===== config.mk =====
export PLATFORM = sky130hd
export DESIGN_NAME = edd_regs
export DESIGN_NICKNAME = d
export VERILOG_FILES = /design/src/rtl/edd_pkg.sv /design/src/rtl/edd_regs.sv
export SDC_FILE = /design/constraint.sdc
export NUM_CORES = 1
export LEC_CHECK = 0
export BUFFER_PORTS_ARGS = -buffer_cell sky130_fd_sc_hd__buf_2
export CAP_MARGIN = 0
export CORE_ASPECT_RATIO = 0.7
export CORE_MARGIN = 8
export CORE_UTILIZATION = 42
export DETAILED_ROUTE_END_ITERATION = 10
export PLACE_DENSITY = 0.71
export SLEW_MARGIN = 25
export SYNTH_ARGS = -nofsm -noshare
export SYNTH_HDL_FRONTEND = slang
export SYNTH_SLANG_ARGS = --single-unit

===== constraint.sdc =====
create_clock -name i_clk -period 1.7 [get_ports i_clk]
set_clock_uncertainty 0.15 [all_clocks]
set_input_delay 0.17 -clock i_clk [delete_from_list [all_inputs] [get_ports i_clk]]
set_output_delay 0.17 -clock i_clk [all_outputs]
set_load 0.02 [all_outputs]

===== src/rtl/edd_pkg.sv =====
// Shared types and constants of the error-diffusion dither block.
`default_nettype none
package edd_pkg;

    localparam int KROWS     = 3;
    localparam int KCOLS     = 5;
    localparam int CENTRE    = 2;
    localparam int FULL      = 255;
    localparam int COEF_BITS = 8;
    localparam int ROW_BITS  = KCOLS * COEF_BITS;

    // configuration register indexes (8-byte stride)
    typedef enum logic [2:0] {
        REG_WIDTH   = 3'd0,
        REG_HEIGHT  = 3'd1,
        REG_SHIFT   = 3'd2,
        REG_DIVISOR = 3'd3,
        REG_COEF0   = 3'd4,
        REG_COEF1   = 3'd5,
        REG_COEF2   = 3'd6
    } t_reg_idx;

    typedef struct packed {
        logic [10:0]                          width;
        logic [15:0]                          height;
        logic                                 shift_mode;
        logic [15:0]                          divisor;
        logic [KROWS-1:0][ROW_BITS-1:0]       coef;
    } t_cfg;

    typedef enum logic [3:0] {
        ST_SWEEP,
        ST_IDLE,
        ST_DECIDE,
        ST_SLOT,
        ST_SCALE,
        ST_DIVWAIT,
        ST_WRITE,
        ST_FINISH
    } t_state;

    typedef struct packed {
        logic latch_pix;
        logic decide;
        logic slot_first;
        logic slot_next;
        logic tgt_load;
        logic term_shift;
        logic term_zero;
        logic div_start;
        logic term_div;
        logic tgt_write;
        logic advance;
        logic sweep_step;
    } t_cmd;

    typedef struct packed {
        logic slot_valid;
        logic slot_last;
        logic shift_mode;
        logic div_zero;
        logic div_done;
        logic row_end;
        logic out_free;
        logic sweep_done;
    } t_sts;

endpackage
`default_nettype wire


===== src/rtl/edd_regs.sv =====
// APB configuration registers.
`default_nettype none
module edd_regs (
    input  wire logic           i_clk,
    input  wire logic           i_rst_n,
    input  wire logic           psel,
    input  wire logic           penable,
    input  wire logic           pwrite,
    input  wire logic [5:0]     paddr,
    input  wire logic [63:0]    pwdata,
    output logic [63:0]         prdata,
    output logic                pready,
    output edd_pkg::t_cfg       o_cfg
);
    edd_pkg::t_cfg     r_cfg;
    edd_pkg::t_reg_idx idx;
    logic              wr;

    assign idx    = edd_pkg::t_reg_idx'(paddr[5:3]);
    assign wr     = psel & penable & pwrite;
    assign pready = 1'b1;
    assign o_cfg  = r_cfg;

    always_ff @(posedge i_clk) begin
        if (!i_rst_n) begin
            r_cfg.width      <= 11'd640;
            r_cfg.height     <= 16'd480;
            r_cfg.shift_mode <= 1'b1;
            r_cfg.divisor    <= 16'd4;
            r_cfg.coef[0]    <= 40'd117440512;
            r_cfg.coef[1]    <= 40'd17105664;
            r_cfg.coef[2]    <= 40'd0;
        end else if (wr) begin
            unique case (idx)
                edd_pkg::REG_WIDTH:   r_cfg.width      <= pwdata[10:0];
                edd_pkg::REG_HEIGHT:  r_cfg.height     <= pwdata[15:0];
                edd_pkg::REG_SHIFT:   r_cfg.shift_mode <= pwdata[0];
                edd_pkg::REG_DIVISOR: r_cfg.divisor    <= pwdata[15:0];
                edd_pkg::REG_COEF0:   r_cfg.coef[0]    <= pwdata[39:0];
                edd_pkg::REG_COEF1:   r_cfg.coef[1]    <= pwdata[39:0];
                edd_pkg::REG_COEF2:   r_cfg.coef[2]    <= pwdata[39:0];
                default: ;
            endcase
        end
    end

    always_comb begin
        prdata = '0;
        unique case (idx)
            edd_pkg::REG_WIDTH:   prdata = {53'd0, r_cfg.width};
            edd_pkg::REG_HEIGHT:  prdata = {48'd0, r_cfg.height};
            edd_pkg::REG_SHIFT:   prdata = {63'd0, r_cfg.shift_mode};
            edd_pkg::REG_DIVISOR: prdata = {48'd0, r_cfg.divisor};
            edd_pkg::REG_COEF0:   prdata = {24'd0, r_cfg.coef[0]};
            edd_pkg::REG_COEF1:   prdata = {24'd0, r_cfg.coef[1]};
            edd_pkg::REG_COEF2:   prdata = {24'd0, r_cfg.coef[2]};
            default:              prdata = '0;
        endcase
    end
endmodule
`default_nettype wire


==> out/qor.yml, run 1 <==
grt_max_degree: 49
drt_iter0_drc: 474
ys_warn_count: 0
dp_hpwl_mm: 18.1
clock-root-buffer: "clkbuf_16"
worstHoldEndpoint: "o_cfg[56]"
critPathKind: "reg -> out"
clk-insertion-delay-late_ns: 0.41
rsz0062_at_grt: "true"
violations: "setup timing"
die_area_um2: 23100
rr_worst_depth: 4
syn_avg_cell_area_um2: 9.59
ys_seq_area_share_pct: 42.4
maxCapViolations: 0
holdPathStages: 4
end_kind: "output port"
die_h_um: 130
pre_cts_ws_ns: -0.0603
drc: 0
ant_nets: 0
netlist.top_cell.by_area: "dfxtp_1"
crit_required_ns: 1.38
fin_crit_ns: 1.80
dp_cells: 1284
largest_reg_flops: 164
coreArea_um2: 18100
numPortBuffers: 251
initial_core_util_pct: 42.9
design_area_um2: 10700
grt_usage_pct: 21.1
area_delta_synth_final_pct: 37.8
drtPass1Iterations: 4
synthSimpleGateAreaFrac_pct: 15.3
cts_buffers: 17
die_w_um: 178
hp-class: "in -> reg"
met2_length_mm: 11.2
routed_via_density: 5.07
p_per_area_nw_per_um2: 794
drt-met1-wl_mm: 11.8
clk_path_buf_depth: 2
worstReg2RegEnd: "o_cfg[145]"
grt_remaining_overflow: 0
synth_top_family_by_area: "multiplexers"
final_core_util_pct: 59.1
synthXorXnorAreaFrac_pct: 0
vias: 6941
cp_max_fo: 2
timing.setup.tns_ns: -0.329
grt_pass1_vias: 6915
status: "finished with violations"
clock.fmax_mhz: 556
syn_inst: 808
ios: 304
wl_per_cell_um: 18.4
cpPeakStageDelay_ns: 0.33
synth_top_area_share_pct: 42.4
antenna_found_initial: 1
synth_mux_area_share_pct: 25.0
synth_seq_cells: 164
crit_chain: "mux2i_1, or2_4, a221oi_4, buf_6"
met3_length_mm: 1.99
slew_violations: 0
synthAdderAreaFrac_pct: 0
fin_ws_ns: -0.0986
syn_area_um2: 7750
std_cell_rows: 41
h-tree-depth: 4
drive_above_1_share_pct: 34.9
diodes: 0
routabilityCongestion: 0.820
hp-start: "paddr[5]"
r2r-start: "o_cfg[145]"
final-hold-violation-count: 0
cts_tree: "built"
highest_layer: "met5"
start_kind: "flip-flop"
timing.final.crit_share_pct: 106
grt_pass1_wl_mm: 38.7
layout_commonest_cell: "buf_2"
synth.area.top_cells: "dfxtp_1 (42%), mux2i_1 (25%), nand2_1 (9.2%)"
final_nets: 1194
wirelength_mm: 25.2
path_clk_slew_ns: 0.06
setup_violations: 9
peakVddDrop_v: 0.000453
cpMaxStageDelayCell: "dfxtp_2"
reg2reg_slack_ns: 0.26
dpl_cell_area_um2: 9490
critical_path_arrival_ns: 1.48
fin_cells: 1368
cts_sinks: 164
final_cell_mix: "buf_2 (238), mux2i_1 (189), nand2_1 (189)"
ys_types: 42
synth_compound_area_share_pct: 9.42
final.fill_count: 1586
power.leakage_nw: 5.02
-- cell families after synthesis --
logic type	count (synthesis)
AOI/OAI and AO/OA	93
buffers and inverters	98
DFF	164
muxes	193
other	2
and+or+nand+nor	258
-- Yosys cell counts --
cell and count:
nand4_4 1, o311ai_0 5, or2_2 1, a22oi_1 7, dfxtp_1 164, buf_4 33, nand2b_1 4, o21ai_0 12
nand2_4 1, clkbuf_1 26, conb_1 2, o211ai_1 6, o2bb2ai_1 24, o31ai_1 1, mux2i_1 190, mux2_2 3
nor2_2 1, or3_4 1, buf_2 17, buf_1 1, nand4b_4 1, buf_6 12, a211oi_1 8, nand2b_4 1
nand3_1 6, a21boi_0 1, a21oi_1 4, and2_1 25, nor2_1 9, a221oi_1 9, nand2_1 189, a2bb2oi_1 3
nor2b_1 14, nor2_8 1, and4_1 1, a32oi_1 2, and2b_1 1, a31oi_1 1, nor3_4 1, a221o_1 5
a22o_1 5, inv_1 9
-- per-layer routing --
layer | up-vias | global-route usage, %
met5 | - | 0
met4 | 2 | 4.80
met3 | 15 | 5.61
met2 | 257 | 32.6
met1 | 3295 | 28.9
li1 | 3372 | -
-- power breakdown --
part	switching [mW]	internal, mW	total [mW]	leakage, nW
Sequential	0.0261	3.87	3.90	1.34
Clock	1.57	2.11	3.67	0.268
Combinational	0.536	0.369	0.905	3.41
-- worst max-delay path: cells and delay by family, from the launching register on --
kind / cells / cell delay (ns)
and+or+nand+nor: 1 / 0.24
buffers and inverters: 1 / 0.17
muxes: 1 / 0.07
AOI/OAI and AO/OA: 1 / 0.25
DFF: 1 / 0.33
-- per-stage QoR --
step | power (mW) | hold WS, ns
floorplan | 4.51 | 0.162
global placement | 4.78 | 0.278
detailed placement | 4.79 | 0.297
CTS | 8.54 | 0.0641
global route | 8.80 | 0.100
finish | 8.48 | 0.0816
-- timing repair --
item / 4_1_cts / 5_1_grt
resized for setup: 45 / 15
hold endpoints to repair: 159 / 0
pin swaps: 1 / 1
hold buffers: 43 / 0
setup buffers: 9 / 0
endpoints found under the setup margin: 40 / 41
-- final cells by class --
type                            instances  area, um^2  area share (%)
Clock inverter                         10        97.6           0.914
Timing Repair Buffer                  358        2470            23.1
Tap cell                              236         295            2.77
Inverter                                9        33.8           0.316
Multi-Input combinational cell        569        3990            37.4
Sequential cell                       164        3330            31.2
Clock buffer                           22         464            4.35
-- worst max path at each step --
stage          cells past startpoint      start  slack (ns)          to
2_1_floorplan                      5   paddr[4]       -0.07  prdata[10]
3_3_place_gp                       7   paddr[3]       -0.03  prdata[27]
3_5_place_dp                       7   paddr[3]       -0.06  prdata[27]
4_1_cts                            4  o_cfg[80]       -0.15   prdata[0]
5_1_grt                            4  o_cfg[80]       -0.17   prdata[0]
6_report                           4  o_cfg[80]        -0.1   prdata[0]
No activity file was read; power rests on OpenSTA's default activity.
==> run 2, diff against run 1 <==
- CORE_UTILIZATION: 42 -> 35
- PLACE_DENSITY: 0.71 -> default
==> out/qor.yml, run 2 (same netlist as run 1, synthesis figures left out) <==
status: "finished with violations"
violations: "setup timing"
final.fill_count: 2063  # +30%
fin_ws_ns: -0.0986  # -0.0000199 ns
fin_cells: 1419  # +3.7%
initial_core_util_pct: 35.7  # -7.2 points
regArea_um2: 3360  # +1.0%
grt_usage_pct: 18.6  # -2.5 points
wl_per_cell_um: 18.6  # +0.97%
rsz0062_at_grt: "true"
largest_reg_flops: 164  # unchanged
routed_via_density: 4.88  # -3.8%
clock.fmax_mhz: 556  # about the same
cp_max_fo: 2  # unchanged
p_per_area_nw_per_um2: 785  # -1.2%
reg2reg_slack_ns: 0.25  # about the same
area_delta_synth_final_pct: 39.4
clk-insertion-delay-late_ns: 0.41  # about the same
power.leakage_nw: 5.03  # +0.22%
ant_nets: 0  # unchanged
drive_above_1_share_pct: 39.0  # +4.1 points
design_area_um2: 10800  # +1.2%
start_kind: "flip-flop"
peakVddDrop_v: 0.000645  # +42%
grt_max_degree: 45  # -8.2%
final-hold-violation-count: 0  # unchanged
vias: 6924  # -0.24%
coreArea_um2: 21700  # +20%
drt_iter0_drc: 301  # -36%
h-tree-depth: 4  # unchanged
drc: 0  # unchanged
hp-class: "in -> reg"
ios: 304  # unchanged
antenna_found_initial: 1  # unchanged
cts_tree: "built"
p_total_mw: 8.47  # about the same
final_nets: 1198  # +0.34%
crit_required_ns: 1.38  # about the same
layout_commonest_cell: "buf_2"
grt_pass1_vias: 6964  # +0.71%
cts_sinks: 164  # unchanged
clk_path_buf_depth: 2  # unchanged
path_clk_slew_ns: 0.07  # about the same
cts_buffers: 17  # unchanged
routabilityCongestion: 0.771  # -6.0%
multi_input_area_um2: 4040  # +1.3%
critical_path_arrival_ns: 1.48  # about the same
end_kind: "output port"
grt_pass1_wl_mm: 40.7  # +5.2%
critPathKind: "reg -> out"
dpl_cell_area_um2: 9510  # +0.24%
numPortBuffers: 251  # unchanged
die_area_um2: 27200  # +18%
fin_hold_ws_ns: 0.0188  # -0.0628 ns
drtPass1Iterations: 7  # +3
clock-root-buffer: "clkbuf_16"
grt_remaining_overflow: 0  # unchanged
slew_violations: 0  # unchanged
fin_crit_ns: 1.80  # +0.0000199 ns
die_w_um: 194  # +8.7%
setup_violations: 8  # -1
die_h_um: 140  # +8.4%
final_cell_mix: "buf_2 (237), mux2i_1 (190), nand2_1 (189)"
dp_cells: 1332  # +3.7%
std_cell_rows: 45  # +9.8%
final_core_util_pct: 49.8  # -9.3 points
wirelength_mm: 26.4  # +4.7%
dp_hpwl_mm: 19.0  # +4.5%
maxCapViolations: 0  # unchanged
timing.final.crit_share_pct: 106  # about the same
-- run 2: path summary, 6_finish.rpt --
path | cells past startpoint | startpoint | to
setup / recovery | 4 | o_cfg[80] | prdata[0]
hold / removal | 3 | pwdata[4] | o_cfg[124]
setup reg to reg | 4 | o_cfg[145] | o_cfg[145]
hold reg to reg | 2 | o_cfg[2] | o_cfg[2]
-- run 2: critical path, cell delays in order (launching register included) --
cell and delay [ns]:
dfxtp_2 0.33, mux2i_1 0.06, or2_4 0.23, a221oi_2 0.24, buf_4 0.20
-- run 2: final cells by class --
type | count | share of cell area (%)
multi-input combinational | 569 | 37.4
sequential | 164 | 31.1
timing repair buffer | 362 | 22.6
tap | 282 | 3.27
clock inverter | 12 | 0.880
antenna | 1 | 0.0232
clock buffer | 20 | 4.32
inverter | 9 | 0.313
-- run 2: per-layer routing --
layer | GRT usage (%) | share of wire, % | vias to the layer above
li1 | - | - | 3387
met1 | 24.4 | 47 | 3277
met2 | 29.1 | 44 | 236
met3 | 6.25 | 7.8 | 22
met4 | 4.37 | 1.2 | 2
met5 | 0 | 0.038 | -
-- run 2: stage by stage --
stage	worst slack [ns]	setup TNS [ns]
2_1_floorplan	-0.0662	-0.463
3_3_place_gp	0.00459	0
3_5_place_dp	-0.00827	-0.00827
4_1_cts	-0.133	-0.436
5_1_grt	-0.170	-1.18
6_report	-0.0986	-0.263
-- run 2: repair_timing --
item | in CTS | in global routing
setup buffers | 11 | 2
pin swaps | 5 | 8
gates cloned | 0 | 0
hold buffers | 41 | 0
hold endpoints to repair | 147 | 0
setup endpoints to repair | 18 | 41
resized for setup | 49 | 52
-- run 2: power by group --
| part | switching [mW] | total, mW | internal, mW |
|---|---|---|---|
| registers | 0.0247 | 3.90 | 3.87 |
| logic | 0.552 | 0.915 | 0.364 |
| clock network | 1.65 | 3.66 | 2.01 |
==> run 3, diff against run 2 <==
- CELL_PAD_IN_SITES_DETAIL_PLACEMENT: default -> 1
- CELL_PAD_IN_SITES_GLOBAL_PLACEMENT: default -> 1
- PLACE_DENSITY_LB_ADDON: default -> 0.1
==> out/qor.yml, run 3 (same netlist as run 1, synthesis figures left out) <==
end_kind: "output port"
final-hold-violation-count: 0  # unchanged
rsz0062_at_grt: "true"
drc: 0  # unchanged
coreArea_um2: 21700  # unchanged
r2r-start: "o_cfg[145]"
die_area_um2: 27200  # unchanged
final_cell_mix: "buf_2 (227), nand2_1 (189), mux2i_1 (187)"
wirelength_mm: 28.8  # +9.1%
die_w_um: 194  # unchanged
cts_sinks: 164  # unchanged
clk_path_buf_depth: 2  # unchanged
maxCapViolations: 0  # unchanged
fin_ws_ns: -0.179  # -0.0800 ns
violations: "setup timing"
grt_max_degree: 63  # +40%
initial_core_util_pct: 35.7  # unchanged
clock.fmax_mhz: 532  # -4.3%
slew_violations: 0  # unchanged
hp-start: "pwdata[3]"
critical_path_arrival_ns: 1.56  # +0.08 ns
cp_max_fo: 2  # unchanged
grt_pass1_vias: 7705  # +11%
fin_crit_ns: 1.88  # +0.0800 ns
routed_via_density: 4.90  # +0.50%
vias: 6978  # +0.78%
routabilityCongestion: 0.766  # -0.58%
critPathKind: "reg -> out"
drt_iter0_drc: 279  # -7.3%
grt_remaining_overflow: 0  # unchanged
dp_hpwl_mm: 20.4  # +7.6%
reg2reg_slack_ns: 0.66  # +0.41 ns
layout_commonest_cell: "buf_2"
grt_usage_pct: 20.6  # +2.0 points
std_cell_rows: 45  # unchanged
clk-insertion-delay-late_ns: 0.42  # about the same
numPortBuffers: 251  # unchanged
hp-class: "in -> reg"
area_delta_synth_final_pct: 42.4
timing.final.crit_share_pct: 111  # +4.7 points
path_clk_slew_ns: 0.06  # about the same
ios: 304  # unchanged
wl_per_cell_um: 20.2  # +8.8%
switchingPower_mw: 2.22  # -0.21%
ant_nets: 0  # unchanged
fin_hold_ws_ns: 0.0405  # +0.0217 ns
die_h_um: 140  # unchanged
start_kind: "flip-flop"
status: "finished with violations"
internal-power_mw: 6.78  # +8.6%
drive_above_1_share_pct: 40.2  # +1.2 points
h-tree-depth: 4  # unchanged
grt_pass1_wl_mm: 44.8  # +10%
power.leakage_nw: 5.13  # +1.9%
holdPathStages: 3  # unchanged
dpl_cell_area_um2: 9510  # about the same
drtPass1Iterations: 4  # -3
power_frac_comb_pct: 10.3  # -0.5 points
p_per_area_nw_per_um2: 816  # +4.1%
clock-root-buffer: "clkbuf_16"
largest_reg_flops: 164  # unchanged
p_seq_share_pct: 43.3  # -2.7 points
worstSetupStartpoint: "o_cfg[80]"
cts_buffers: 17  # unchanged
antenna_found_initial: 4  # +3
setup_violations: 17  # +9
design_area_um2: 11000  # +2.1%
swShare_pct: 24.7  # -1.6 points
power_frac_clock_pct: 46.4  # +3.2 points
peakVddDrop_v: 0.000694  # +7.6%
cts_tree: "built"
crit_required_ns: 1.38  # about the same
final_nets: 1202  # +0.33%
rr_worst_depth: 4  # unchanged
-- run 3: changes by cell type in the layout (fill, tap and decap cells not counted), moves of 4 or more --
cell | previous run | this run
buf_2 | 237 | 227
buf_4 | 62 | 69
buf_6 | 6 | 11
dfxtp_1 | 102 | 97
dfxtp_2 | 62 | 67
bufinv_16 | 0 | 4
inv_6 | 4 | 0
-- run 3: per-stage QoR --
step	cells	setup TNS [ns]	utilization (%)	power, mW	setup WS (ns)
2_1_floorplan	831	-0.463	-	4.51	-0.0662
3_3_place_gp	1326	-0.525	43.9	4.79	-0.106
5_1_grt	1423	-2.18	50.9	9.37	-0.232
6_report	1423	-0.862	50.9	9.01	-0.179
4_1_cts	1418	-1.39	50.0	9.10	-0.175
3_5_place_dp	1326	-0.833	43.9	4.79	-0.0881
-- run 3: power by group through the flow --
stage          clock network, mW  logic, mW  registers (mW)
2_1_floorplan                  0      0.490            4.02
3_3_place_gp                   0      0.806            3.98
3_5_place_dp                   0      0.809            3.98
4_1_cts                     4.30      0.907            3.90
5_1_grt                     4.47      0.996            3.90
6_report                    4.18      0.929            3.90
-- run 3: final timing paths --
| kind | end |
|---|---|
| setup / recovery | prdata[0] |
| hold / removal | o_cfg[156] |
| setup reg to reg | o_cfg[145] |
| hold reg to reg | o_cfg[109] |
-- run 3: metal layers --
layer | vias up | share of wire [%] | global-route usage, %
met5 | - | 0.11 | 0
met4 | 6 | 0.89 | 4.45
met3 | 20 | 5.5 | 6.10
met2 | 195 | 45 | 32.8
met1 | 3369 | 48 | 27.2
li1 | 3388 | - | -
-- run 3: worst max-delay path, stage by stage, from the launching register on --
cell	delay, ns
dfxtp_2	0.32
mux2i_1	0.07
or2_4	0.25
a221oi_4	0.32
buf_6	0.18
-- run 3: area by class of cell --
| type | instances | area (um^2) |
|---|---|---|
| tap | 282 | 353 |
| clock buffer | 20 | 457 |
| clock inverter | 12 | 179 |
| antenna | 1 | 2.50 |
| multi-input combinational | 569 | 4090 |
| fill | 2457 | 10600 |
| timing repair buffer | 366 | 2550 |
| sequential | 164 | 3370 |
| inverter | 9 | 33.8 |
-- run 3: what timing repair did --
action / CTS / global route
pin swaps: 6 / 11
endpoints found under the hold margin: 145 / 0
endpoints found under the setup margin: 39 / 40
buffers inserted: 20 / 4
hold buffers: 40 / 0
gates resized for setup: 63 / 64
