`src/rtl/edd_pkg.sv`:
```
// Shared types and constants of the error-diffusion dither block.
`default_nettype none
package edd_pkg;

    localparam int KROWS     = 3;
    localparam int KCOLS     = 5;
    localparam int CENTRE    = 2;
    localparam int FULL      = 255;
    localparam int COEF_BITS = 8;
    localparam int ROW_BITS  = KCOLS * COEF_BITS;

    // configuration register indexes (8-byte stride)
    typedef enum logic [2:0] {
        REG_WIDTH   = 3'd0,
        REG_HEIGHT  = 3'd1,
        REG_SHIFT   = 3'd2,
        REG_DIVISOR = 3'd3,
        REG_COEF0   = 3'd4,
        REG_COEF1   = 3'd5,
        REG_COEF2   = 3'd6
    } t_reg_idx;

    typedef struct packed {
        logic [10:0]                          width;
        logic [15:0]                          height;
        logic                                 shift_mode;
        logic [15:0]                          divisor;
        logic [KROWS-1:0][ROW_BITS-1:0]       coef;
    } t_cfg;

    typedef enum logic [3:0] {
        ST_SWEEP,
        ST_IDLE,
        ST_DECIDE,
        ST_SLOT,
        ST_SCALE,
        ST_DIVWAIT,
        ST_WRITE,
        ST_FINISH
    } t_state;

    typedef struct packed {
        logic latch_pix;
        logic decide;
        logic slot_first;
        logic slot_next;
        logic tgt_load;
        logic term_shift;
        logic term_zero;
        logic div_start;
        logic term_div;
        logic tgt_write;
        logic advance;
        logic sweep_step;
    } t_cmd;

    typedef struct packed {
        logic slot_valid;
        logic slot_last;
        logic shift_mode;
        logic div_zero;
        logic div_done;
        logic row_end;
        logic out_free;
        logic sweep_done;
    } t_sts;

endpackage
`default_nettype wire

```
`src/rtl/edd_ctrl.sv`:
```
// Controller: sequences one pixel through lookup, kernel walk and row clearing.
`default_nettype none
module edd_ctrl (
    input  wire logic           i_clk,
    input  wire logic           i_rst_n,
    input  wire logic           i_in_valid,
    output logic                o_in_ready,
    input  wire edd_pkg::t_sts  i_sts,
    output edd_pkg::t_cmd       o_cmd
);
    edd_pkg::t_state r_state, n_state;

    always_ff @(posedge i_clk) begin
        if (!i_rst_n) r_state <= edd_pkg::ST_SWEEP;
        else          r_state <= n_state;
    end

    always_comb begin
        n_state = r_state;
        unique case (r_state)
            edd_pkg::ST_SWEEP:   if (i_sts.sweep_done) n_state = edd_pkg::ST_IDLE;
            edd_pkg::ST_IDLE:    if (i_in_valid) n_state = edd_pkg::ST_DECIDE;
            edd_pkg::ST_DECIDE:  n_state = edd_pkg::ST_SLOT;
            edd_pkg::ST_SLOT: begin
                if (i_sts.slot_valid)     n_state = edd_pkg::ST_SCALE;
                else if (i_sts.slot_last) n_state = edd_pkg::ST_FINISH;
            end
            edd_pkg::ST_SCALE: begin
                if (i_sts.shift_mode || i_sts.div_zero) n_state = edd_pkg::ST_WRITE;
                else                                    n_state = edd_pkg::ST_DIVWAIT;
            end
            edd_pkg::ST_DIVWAIT: if (i_sts.div_done) n_state = edd_pkg::ST_WRITE;
            edd_pkg::ST_WRITE: begin
                n_state = i_sts.slot_last ? edd_pkg::ST_FINISH : edd_pkg::ST_SLOT;
            end
            edd_pkg::ST_FINISH: begin
                if (i_sts.out_free)
                    n_state = i_sts.row_end ? edd_pkg::ST_SWEEP : edd_pkg::ST_IDLE;
            end
            default: n_state = edd_pkg::ST_SWEEP;
        endcase
    end

    always_comb begin
        o_cmd      = '0;
        o_in_ready = 1'b0;
        unique case (r_state)
            edd_pkg::ST_SWEEP: o_cmd.sweep_step = 1'b1;
            edd_pkg::ST_IDLE: begin
                o_in_ready      = 1'b1;
                o_cmd.latch_pix = i_in_valid;
            end
            edd_pkg::ST_DECIDE: begin
                o_cmd.decide     = 1'b1;
                o_cmd.slot_first = 1'b1;
            end
            edd_pkg::ST_SLOT: begin
                if (i_sts.slot_valid)      o_cmd.tgt_load  = 1'b1;
                else if (!i_sts.slot_last) o_cmd.slot_next = 1'b1;
            end
            edd_pkg::ST_SCALE: begin
                if (i_sts.shift_mode)    o_cmd.term_shift = 1'b1;
                else if (i_sts.div_zero) o_cmd.term_zero  = 1'b1;
                else                     o_cmd.div_start  = 1'b1;
            end
            edd_pkg::ST_DIVWAIT: o_cmd.term_div = i_sts.div_done;
            edd_pkg::ST_WRITE: begin
                o_cmd.tgt_write = 1'b1;
                o_cmd.slot_next = !i_sts.slot_last;
            end
            edd_pkg::ST_FINISH: o_cmd.advance = i_sts.out_free;
            default: ;
        endcase
    end

    a_result_slot_free: assert property (@(posedge i_clk) disable iff (!i_rst_n)
        o_cmd.advance |-> i_sts.out_free)
        else $error("result loaded over an untaken result");
endmodule
`default_nettype wire

```
`config.mk`:
```
export PLATFORM = sky130hd
export DESIGN_NAME = edd_ctrl
export DESIGN_NICKNAME = d
export VERILOG_FILES = /design/src/rtl/edd_pkg.sv /design/src/rtl/edd_ctrl.sv
export SDC_FILE = /design/constraint.sdc
export NUM_CORES = 1
export LEC_CHECK = 0
export ABC_AREA = 1
export BUFFER_PORTS_ARGS = -buffer_cell sky130_fd_sc_hd__buf_2
export CELL_PAD_IN_SITES_DETAIL_PLACEMENT = 1
export CELL_PAD_IN_SITES_GLOBAL_PLACEMENT = 1
export CORE_MARGIN = 2
export CORE_UTILIZATION = 29
export DETAILED_ROUTE_END_ITERATION = 8
export GPL_ROUTABILITY_DRIVEN = 0
export GPL_TIMING_DRIVEN = 0
export PLACE_DENSITY_LB_ADDON = 0.1
export SYNTH_ARGS = -nofsm -noshare
export SYNTH_HDL_FRONTEND = slang
export SYNTH_SLANG_ARGS = --single-unit
```
`constraint.sdc`:
```
create_clock -name i_clk -period 3.2 [get_ports i_clk]
set_clock_uncertainty 0.1 [all_clocks]
set_input_delay 0.64 -clock i_clk [delete_from_list [all_inputs] [get_ports i_clk]]
set_output_delay 0.64 -clock i_clk [all_outputs]
set_load 0.1 [all_outputs]
```
==> metrics.txt, run 1 <==
Yosys top cell area share=0.134; largest family of logic cells by synthesized area=simple AND/OR/NAND/NOR gates; antenna violations before repair=0; clk slew on worst S/H paths=0.04 ns; Largest Register=r_state; Setup Buffers After CTS=0; Mapped Cells=73; top area cells in the synthesized netlist=dfxtp_1 (13%), inv_1 (9.2%), nor2_1 (9.2%), nor3_1 (8.9%), nand2_1 (7.5%); setup_tns=0 ns; setup ws final=0.860 ns; Hold Violations, Final=0; Storage cell area=60.1 sq um; routed wire length=1.30 mm; number of synthesized flops with an enable pin=0; GR Overflow Total=0; Root Driver=clkbuf_4; Setup crit end kind=output pin; number of vias per cell=4.71; worst min path class=input pin to flop; Reg power frac=0.082; Top FF cell, synth=dfxtp_1; GRT Util Overall=0.152; vias in the first global route=513; post-synthesis sequential area ratio=0.134; element type at the critical path start=flop; I/O pin count=24; Area growth syn-to-layout=42.6%; drt wl/cell=11.2 microns; syn nets=84; clock sink count=3; Syn Area/Cell=6.15 sq um; Final Net Count=112; die area=1880 sq um; Die Span X=43.4 microns; routed wl met3=47 microns; Die H=43.4 microns; cts hold-fix bufs=0; Max Slew Vio Count=0; clock power share=0.083; Compound-Gate Fraction of Synth Area=0.0975; ys async rst share=0; distinct cell type count after synthesis=20; Post-CTS Resized=0; Tightest Pin Transition=0.490 ns; Detail Route Antenna Nets=0; DR iter-0 viols=5; Synth Cell Area=449 sq um; Tmin final=2.34 ns; Max Cap Violations=0; achievable clock frequency=0.427 GHz; Post-Synth Adder-Cell Area=0; Regs by FF count=r_state: 3 flops; switching share of power=0.676; wl on met1=619 microns; YS warnings=0; largest net degree at the start of global routing=11; Comb power frac=0.835; cell taking the most area after synthesis=dfxtp_1; Seq cells post-synth=3; Switch Pwr=0.536 mW; critical path type=flop to output pin; max FFs per register=3; CTS Buf Count=3; vias=546; core box area=1470 sq um; number of diodes=0; Residual DRC=0; Worst slew margin=0.675; worst vdd ir=0.000346 V; Post-synth top cells=inv_1 (11), nor2_1 (11), nand2_1 (9); Post-DP HPWL=1.06 mm; Layout fillers=222; H-tree depth=1; port bufs=23; period utilisation layout=0.731; CP required=2.46 ns; First-pass DRT Iterations=4; crit-path max FO=8; layout cells sized above 1=0.510; XOR/XNOR share of the synthesized area=0; simple-gate share of the synthesized area=0.549; area of the multi-input gates=320 sq um; top sig layer=met3; pre-CTS WS=0.922 ns; Longest Clk Path Bufs=2; leakage=0.398 nW; Initial Util=0.305; status=finished, final reports clean; Pwr Density=1240 nW/um^2; setup violators final=0; mux cell area share after synthesis=0; # rows=14; TritonCTS clock tree=done; RSZ-0062 raised after global routing=no; post-layout util=0.435; P_int=0.257 mW; global-route wire length before repair=2.25 mm; Worst-Skew Late Latency=0.23 ns; critical path data arrival time=1.60 ns; met2 wire length=636 microns
-- power groups by stage --
stage,Sequential [mW],Combinational (mW),Clock (mW)
floorplan,0.0646,0.571,0
global placement,0.0655,0.662,0
detailed placement,0.0658,0.669,0
CTS,0.0651,0.671,0.0674
global route,0.0658,0.710,0.0707
finish,0.0649,0.662,0.0660
-- metrics by stage --
step | area [sq um] | instances | power [mW] | hold slack (ns)
after global routing | 641 | 116 | 0.846 | 0.578
final | 641 | 116 | 0.793 | 0.559
after CTS | 641 | 116 | 0.803 | 0.559
after detailed placement | 614 | 112 | 0.735 | 0.626
after floorplan | 479 | 73 | 0.635 | 0.593
after global placement | 614 | 112 | 0.727 | 0.621
-- critical path, stage by stage, from the launching register on --
cell     delay (ns)
dfxtp_1        0.31
buf_6          0.16
inv_6          0.05
nor2_2         0.09
inv_1          0.09
nor2_1         0.13
buf_4          0.12
buf_2          0.41
-- worst paths after layout --
kind	from	to	slack, ns	depth (start not counted)
max	r_state[1]	o_cmd[10]	0.86	7
max reg2reg	r_state[1]	r_state[1]	1.89	10
min	i_rst_n	r_state[2]	0.56	3
min reg2reg	r_state[1]	r_state[1]	0.63	4
-- cell type report --
cell class,instances,area share
buffer,4,0.0645
clock buffer,4,0.0410
inverter,14,0.0898
multi-input combinational,52,0.500
sequential,3,0.0938
tap,16,0.0313
timing repair buffer,23,0.180
-- routing by layer --
layer | global-route usage | vias up
met4 | 0.0364 | 0
li1 | - | 282
met1 | 0.226 | 252
met5 | 0 | -
met2 | 0.245 | 12
met3 | 0 | 0
-- logic make-up (layout without fill, tap and decap cells) --
group           after synthesis  in the layout
simple gates                 45             45
compound gates                7              7
buf+inv                      18             45
flops                         3              3
-- placed cells by master (no fill, tap or decap) --
master / count
a21oi_1: 3
buf_2: 23
buf_4: 1
buf_6: 3
clkbuf_1: 1
clkbuf_4: 3
dfxtp_1: 3
inv_1: 11
inv_2: 2
inv_6: 1
nand2_1: 9
nand2_2: 2
nand2_4: 3
nand3_1: 3
nand3_2: 1
nand4_1: 2
nor2_1: 11
nor2_2: 4
nor2_4: 2
nor3_1: 3
nor3_2: 5
o21bai_1: 2
o22ai_1: 1
o31ai_2: 1
(Power assumes the default switching activity.)
==> run 2, diff against run 1 <==
--- a/config.mk
+++ b/config.mk
@@ -10,7 +10,7 @@
 export CELL_PAD_IN_SITES_DETAIL_PLACEMENT = 1
 export CELL_PAD_IN_SITES_GLOBAL_PLACEMENT = 1
 export CORE_MARGIN = 2
-export CORE_UTILIZATION = 29
+export CORE_UTILIZATION = 24
 export DETAILED_ROUTE_END_ITERATION = 8
 export GPL_ROUTABILITY_DRIVEN = 0
 export GPL_TIMING_DRIVEN = 0
==> constraint.sdc (replaced) <==
create_clock -name i_clk -period 2 [get_ports i_clk]
set_clock_uncertainty 0.1 [all_clocks]
set_input_delay 0.4 -clock i_clk [delete_from_list [all_inputs] [get_ports i_clk]]
set_output_delay 0.4 -clock i_clk [all_outputs]
set_load 0.1 [all_outputs]
==> run 2 against run 1 <==
Non-clock buffer count unchanged; clock-buffer cell count did not move; final cell count is 7.8% higher; design area grew 15%.
==> metrics.txt, run 2 (synthesized netlist as in run 1, its figures left out) <==
GR Overflow Total=0; element type at the critical path start=flop; Layout fillers=238; Largest Register=r_state; Hold Violations, Final=0; WP buf/inv=4; critical path type=flop to output pin; Max Cap Violations=0; clk slew on worst S/H paths=0.04 ns; Worst-Skew Late Latency=0.23 ns; Detail Route Antenna Nets=0; hold slack=0.316 ns; CTS Buf Count=3; RSZ-0062 raised after global routing=yes; delay-heaviest family, CP=buffers and inverters; period utilisation layout=0.947; critical path data arrival time=1.39 ns; Die H=47.3 microns; worst vdd ir=0.000708 V; Root Driver=clkbuf_4; First-pass DRT Iterations=4; Area growth syn-to-layout=64.1%; GRT Util Overall=0.141; H-tree depth=1; Longest Clk Path Bufs=2; Die Span X=47.3 microns; port bufs=23; Slowest-stage cell, CP=dfxtp_1; Switch Pwr=0.910 mW; Tightest Pin Transition=0.485 ns; global-route wire length before repair=2.30 mm; Setup Buffers After CTS=0; Regs by FF count=r_state: 3 flops; leakage=0.411 nW; clock power share=0.078; commonest non-fill, non-tap cell in the layout=buf_2; Worst slew margin=0.679; switching share of power=0.669; Pwr Density=1850 nW/um^2; max FFs per register=3; drt wl/cell=10.7 microns; core box area=1750 sq um; Comb power frac=0.845; Cell Chain, Critical Path=buf_6 -> inv_6 -> nor2_2 -> inv_2 -> o31ai_4 -> buf_12; number of diodes=0; CP peak stage delay=0.32 ns; crit-path max FO=8; Setup crit end kind=output pin; I/O pin count=24; Reg power frac=0.077; Tmin final=1.89 ns; vias=544; CP required=1.50 ns; die area=2230 sq um; achievable clock frequency=0.528 GHz; number of vias per cell=4.35; setup violators final=0; layout cells sized above 1=0.550; vias in the first global route=563; largest net degree at the start of global routing=11; P_int=0.450 mW; Power Total=1.36 mW; # rows=15; DR iter-0 viols=1; Residual DRC=0; TritonCTS clock tree=done; status=finished, final reports clean; Max Slew Vio Count=0; clock sink count=3; most frequent cells in the layout=buf_2 (16), inv_1 (10), nand2_1 (9); Initial Util=0.257; antenna violations before repair=0; Final Net Count=112; routed wire length=1.34 mm; worst min path class=input pin to flop; Post-DP HPWL=1.11 mm
## run 2: changes by cell type in the layout (fill, tap and decap cells not counted), moves of 3 or more
cell,change
nor3_4,+4
buf_4,+3
nor3_2,-4
nor2_1,-3
buf_2,-7
## run 2: power by group through the flow
stage                     clock (mW)  combinational (mW)  sequential [mW]
after floorplan                    0               0.971            0.103
after global placement             0                1.12            0.105
after detailed placement           0                1.13            0.106
after CTS                      0.107                1.15            0.105
after global routing           0.114                1.23            0.108
final                          0.106                1.15            0.104
## run 2: repair_timing
action	CTS	global route
endpoints found under the hold margin	0	0
setup endpoints to repair	5	6
resized for setup	7	5
hold buffers	0	0
## run 2: path summary, 6_finish.rpt
path | from | end | slack (ns) | depth (start not counted)
worst min register to register | r_state[1] | r_state[1] | 0.66 | 4
worst max register to register | r_state[2] | r_state[1] | 0.63 | 7
worst max-delay path | r_state[1] | o_cmd[8] | 0.11 | 6
worst min-delay path | i_rst_n | r_state[1] | 0.32 | 3
## run 2: worst register-to-register path, stage by stage, from the launching register on
cell	delay [ns]
dfxtp_1	0.38
inv_2	0.15
nand3_1	0.20
nand2_1	0.09
nor2_2	0.12
nand2_2	0.06
nor2_1	0.11
nor2_1	0.06
## run 2: layout make-up
class / instances / area (sq um) / area share
multi-input combinational: 52 / 372 / 0.504
buffer: 4 / 41.3 / 0.0560
inverter: 14 / 57.6 / 0.0781
timing repair buffer: 23 / 149 / 0.202
tap: 25 / 31.3 / 0.0424
sequential: 3 / 60.1 / 0.0815
clock buffer: 4 / 26.3 / 0.0357
## run 2: metrics by stage
step / cell area (sq um) / worst slack [ns] / TNS (ns) / utilization / cells
after floorplan: 531 / -0.208 / -0.382 / - / 73
after global placement: 677 / 0.0996 / 0 / 0.388 / 121
after detailed placement: 677 / 0.102 / 0 / 0.388 / 121
after CTS: 723 / 0.0146 / 0 / 0.414 / 125
after global routing: 737 / -0.00608 / -0.00608 / 0.422 / 125
final: 737 / 0.105 / 0 / 0.422 / 125
## run 2: per-layer routing
metal	up-vias	GRT usage	share of wire
met5	-	0	0
met2	16	0.257	0.51
met1	247	0.183	0.45
li1	281	-	-
met4	0	0.0333	0
met3	0	0	0.034
==> run 3, diff against run 2 <==
--- a/config.mk
+++ b/config.mk
@@ -5,16 +5,16 @@
 export SDC_FILE = /design/constraint.sdc
 export NUM_CORES = 1
 export LEC_CHECK = 0
-export ABC_AREA = 1
 export BUFFER_PORTS_ARGS = -buffer_cell sky130_fd_sc_hd__buf_2
 export CELL_PAD_IN_SITES_DETAIL_PLACEMENT = 1
 export CELL_PAD_IN_SITES_GLOBAL_PLACEMENT = 1
 export CORE_MARGIN = 2
-export CORE_UTILIZATION = 24
+export CORE_UTILIZATION = 23
 export DETAILED_ROUTE_END_ITERATION = 8
 export GPL_ROUTABILITY_DRIVEN = 0
 export GPL_TIMING_DRIVEN = 0
 export PLACE_DENSITY_LB_ADDON = 0.1
+export SETUP_SLACK_MARGIN = 0.2
 export SYNTH_ARGS = -nofsm -noshare
 export SYNTH_HDL_FRONTEND = slang
 export SYNTH_SLANG_ARGS = --single-unit
==> run 3 against run 2 <==
Total power is 57% lower; sequential share of layout area is 0.13 points higher; maximum frequency is 1.9% higher; final cell count is 22% lower; area after synthesis is 19% lower; sequential cell count stayed put; combinational power is 65% lower; worst setup slack better by 0.036 ns; wire length is 11% higher; design area is 13% higher; critical path depth is 2 lower; non-clock buffer count is 4 higher; largest cell class unchanged; highest routed layer is now met4.
==> metrics.txt, run 3 <==
cell taking the most area after synthesis=dfxtp_1; clk slew on worst S/H paths=0.04 ns; Hold Violations, Final=0; Post-DP HPWL=918 microns; Yosys top cell area share=0.166; cells on worst reg2reg path=4; status=finished, final reports clean; cell repeated most along the worst path=buf_4; pre-CTS WS=0.156 ns; global-route wire length before repair=2.17 mm; Hold Path End=r_state[0]; Area after DPL=624 sq um; # rows=14; hold slack=0.312 ns; leakage=0.315 nW; drt wl/cell=15.3 microns; antenna violations before repair=0; GR Overflow Total=0; most frequent cells in the layout=buf_2 (10), buf_4 (7), buf_6 (5), o21ai_0 (5), buf_12 (5); Root Driver=clkbuf_4; I/O pin count=24; Syn Area/Cell=7.09 sq um; worst min path class=input pin to flop; Die H=43.7 microns; period utilisation layout=0.929; Post-Place Cells=90; largest net degree at the start of global routing=11; Crit Reg-Reg Endpoint=r_state[2]; First-pass DRT Iterations=4; Slowest-stage cell, CP=dfxtp_4; Pwr Density=710 nW/um^2; CP Launch Point=r_state[2]; commonest non-fill, non-tap cell in the layout=buf_2; post-synthesis sequential area ratio=0.166; Residual DRC=0; Reg2Reg Setup Slack=0.70 ns; Max Cap Violations=0; core box area=1490 sq um; setup_tns=0 ns; fin cells=98; clock sink count=3; DR iter-0 viols=8; Initial Util=0.243; design area=831 sq um; distinct cell type count after synthesis=24; GRT Util Overall=0.152; Largest Register=r_state; Mapped Cells=51; Final Net Count=94; top area cells in the synthesized netlist=dfxtp_1 (17%), nor2_1 (8.3%), a2111oi_4 (7.6%), o21ai_0 (6.9%), buf_4 (6.2%); syn nets=62; crit-path max FO=6; hold_sp=i_rst_n; top-count cell post-synth=nor2_1; YS warnings=0; worst vdd ir=0.000364 V; Tmin final=1.86 ns; port bufs=23; Max Slew Vio Count=0; number of vias per cell=5.27; Synth Cell Area=362 sq um; CTS Buf Count=3; CP required=1.50 ns; Setup crit end kind=output pin; WP buf/inv=3; vias in the first global route=463; Longest Clk Path Bufs=2; Die Span X=43.7 microns; Seq cells post-synth=3; H-tree depth=1; Regs by FF count=r_state: 3 flops; critical path data arrival time=1.36 ns; max FFs per register=3; Power Total=0.590 mW; achievable clock frequency=0.538 GHz; Tightest Pin Transition=0.376 ns; TritonCTS clock tree=done; setup violators final=0; layout cells sized above 1=0.671; Worst-Skew Late Latency=0.24 ns; Reg-to-Reg Start=r_state[1]; routed wire length=1.50 mm; Worst slew margin=0.747; Detail Route Antenna Nets=0; setup ws final=0.141 ns; Area growth syn-to-layout=130%; number of synthesized flops with an enable pin=0; vias=516; delay-heaviest family, CP=buffers and inverters; Post-synth top cells=nor2_1 (8), o21ai_0 (5), nand2_1 (4), nor3_1 (4); CP peak stage delay=0.35 ns; ys async rst share=0; hold depth=3; RSZ-0062 raised after global routing=yes; Top FF cell, synth=dfxtp_1; element type at the critical path start=flop; post-layout util=0.558; number of diodes=0; critical path type=flop to output pin; Cell Chain, Critical Path=buf_8 -> buf_4 -> nor3_4 -> buf_4; die area=1910 sq um
[run 3: cell types whose count changed in the layout (fill, tap and decap cells not counted), sizes merged, moves of 3 or more]
cell / before / now
nand2: 14 / 4
inv: 14 / 3
buf: 25 / 30
nor3: 8 / 4
o21ai: 0 / 6
nor2: 17 / 8
nand3: 4 / 1
[run 3: final cells by class]
cell class | count | area, sq um
sequential | 3 | 68.8
multi-input combinational | 41 | 373
buffer | 4 | 71.3
timing repair buffer | 27 | 258
fill | 176 | 658
clock buffer | 4 | 26.3
tap | 16 | 20.0
inverter | 3 | 13.8
[run 3: worst reg2reg max path, delay by kind of cell (launching register included)]
family,cells,cell delay [ns]
flops,1,0.36
compound gates,2,0.45
buf+inv,1,0.15
simple gates,1,0.14
[run 3: cell families after synthesis]
group / Yosys count / synth area share
AOI/OAI and AO/OA: 15 / 0.318
buffers and inverters: 7 / 0.131
DFF: 3 / 0.166
muxes: 1 / 0.0277
and+or+nand+nor: 25 / 0.356
[run 3: how the worst max path moves through the flow]
stage                           to  slack, ns  cells past startpoint
final                     o_cmd[0]       0.14                      4
after global placement    o_cmd[8]       0.16                      5
after CTS                 o_cmd[8]       0.17                      5
after global routing      o_cmd[5]       0.11                      4
after floorplan           o_cmd[5]      -0.16                      3
after detailed placement  o_cmd[8]       0.16                      5
[run 3: where the power goes]
part           internal (mW)  switching (mW)
Sequential            0.0690          0.0144
Combinational          0.137           0.260
Clock                 0.0750          0.0344
Total                  0.280           0.309
[run 3: per-layer routing]
metal / vias up / wire length, microns / track usage
li1: 252 / - / -
met1: 244 / 599 / 0.205
met2: 18 / 817 / 0.250
met3: 2 / 70 / 0.0292
met4: 0 / 8 / 0.0364
met5: - / 0 / 0
[run 3: timing repair]
action,CTS,global route
resized for setup,27,13
hold buffers,0,0
cloned,0,0
pin swaps,1,0
setup endpoints to repair,13,9
buffers inserted,3,1
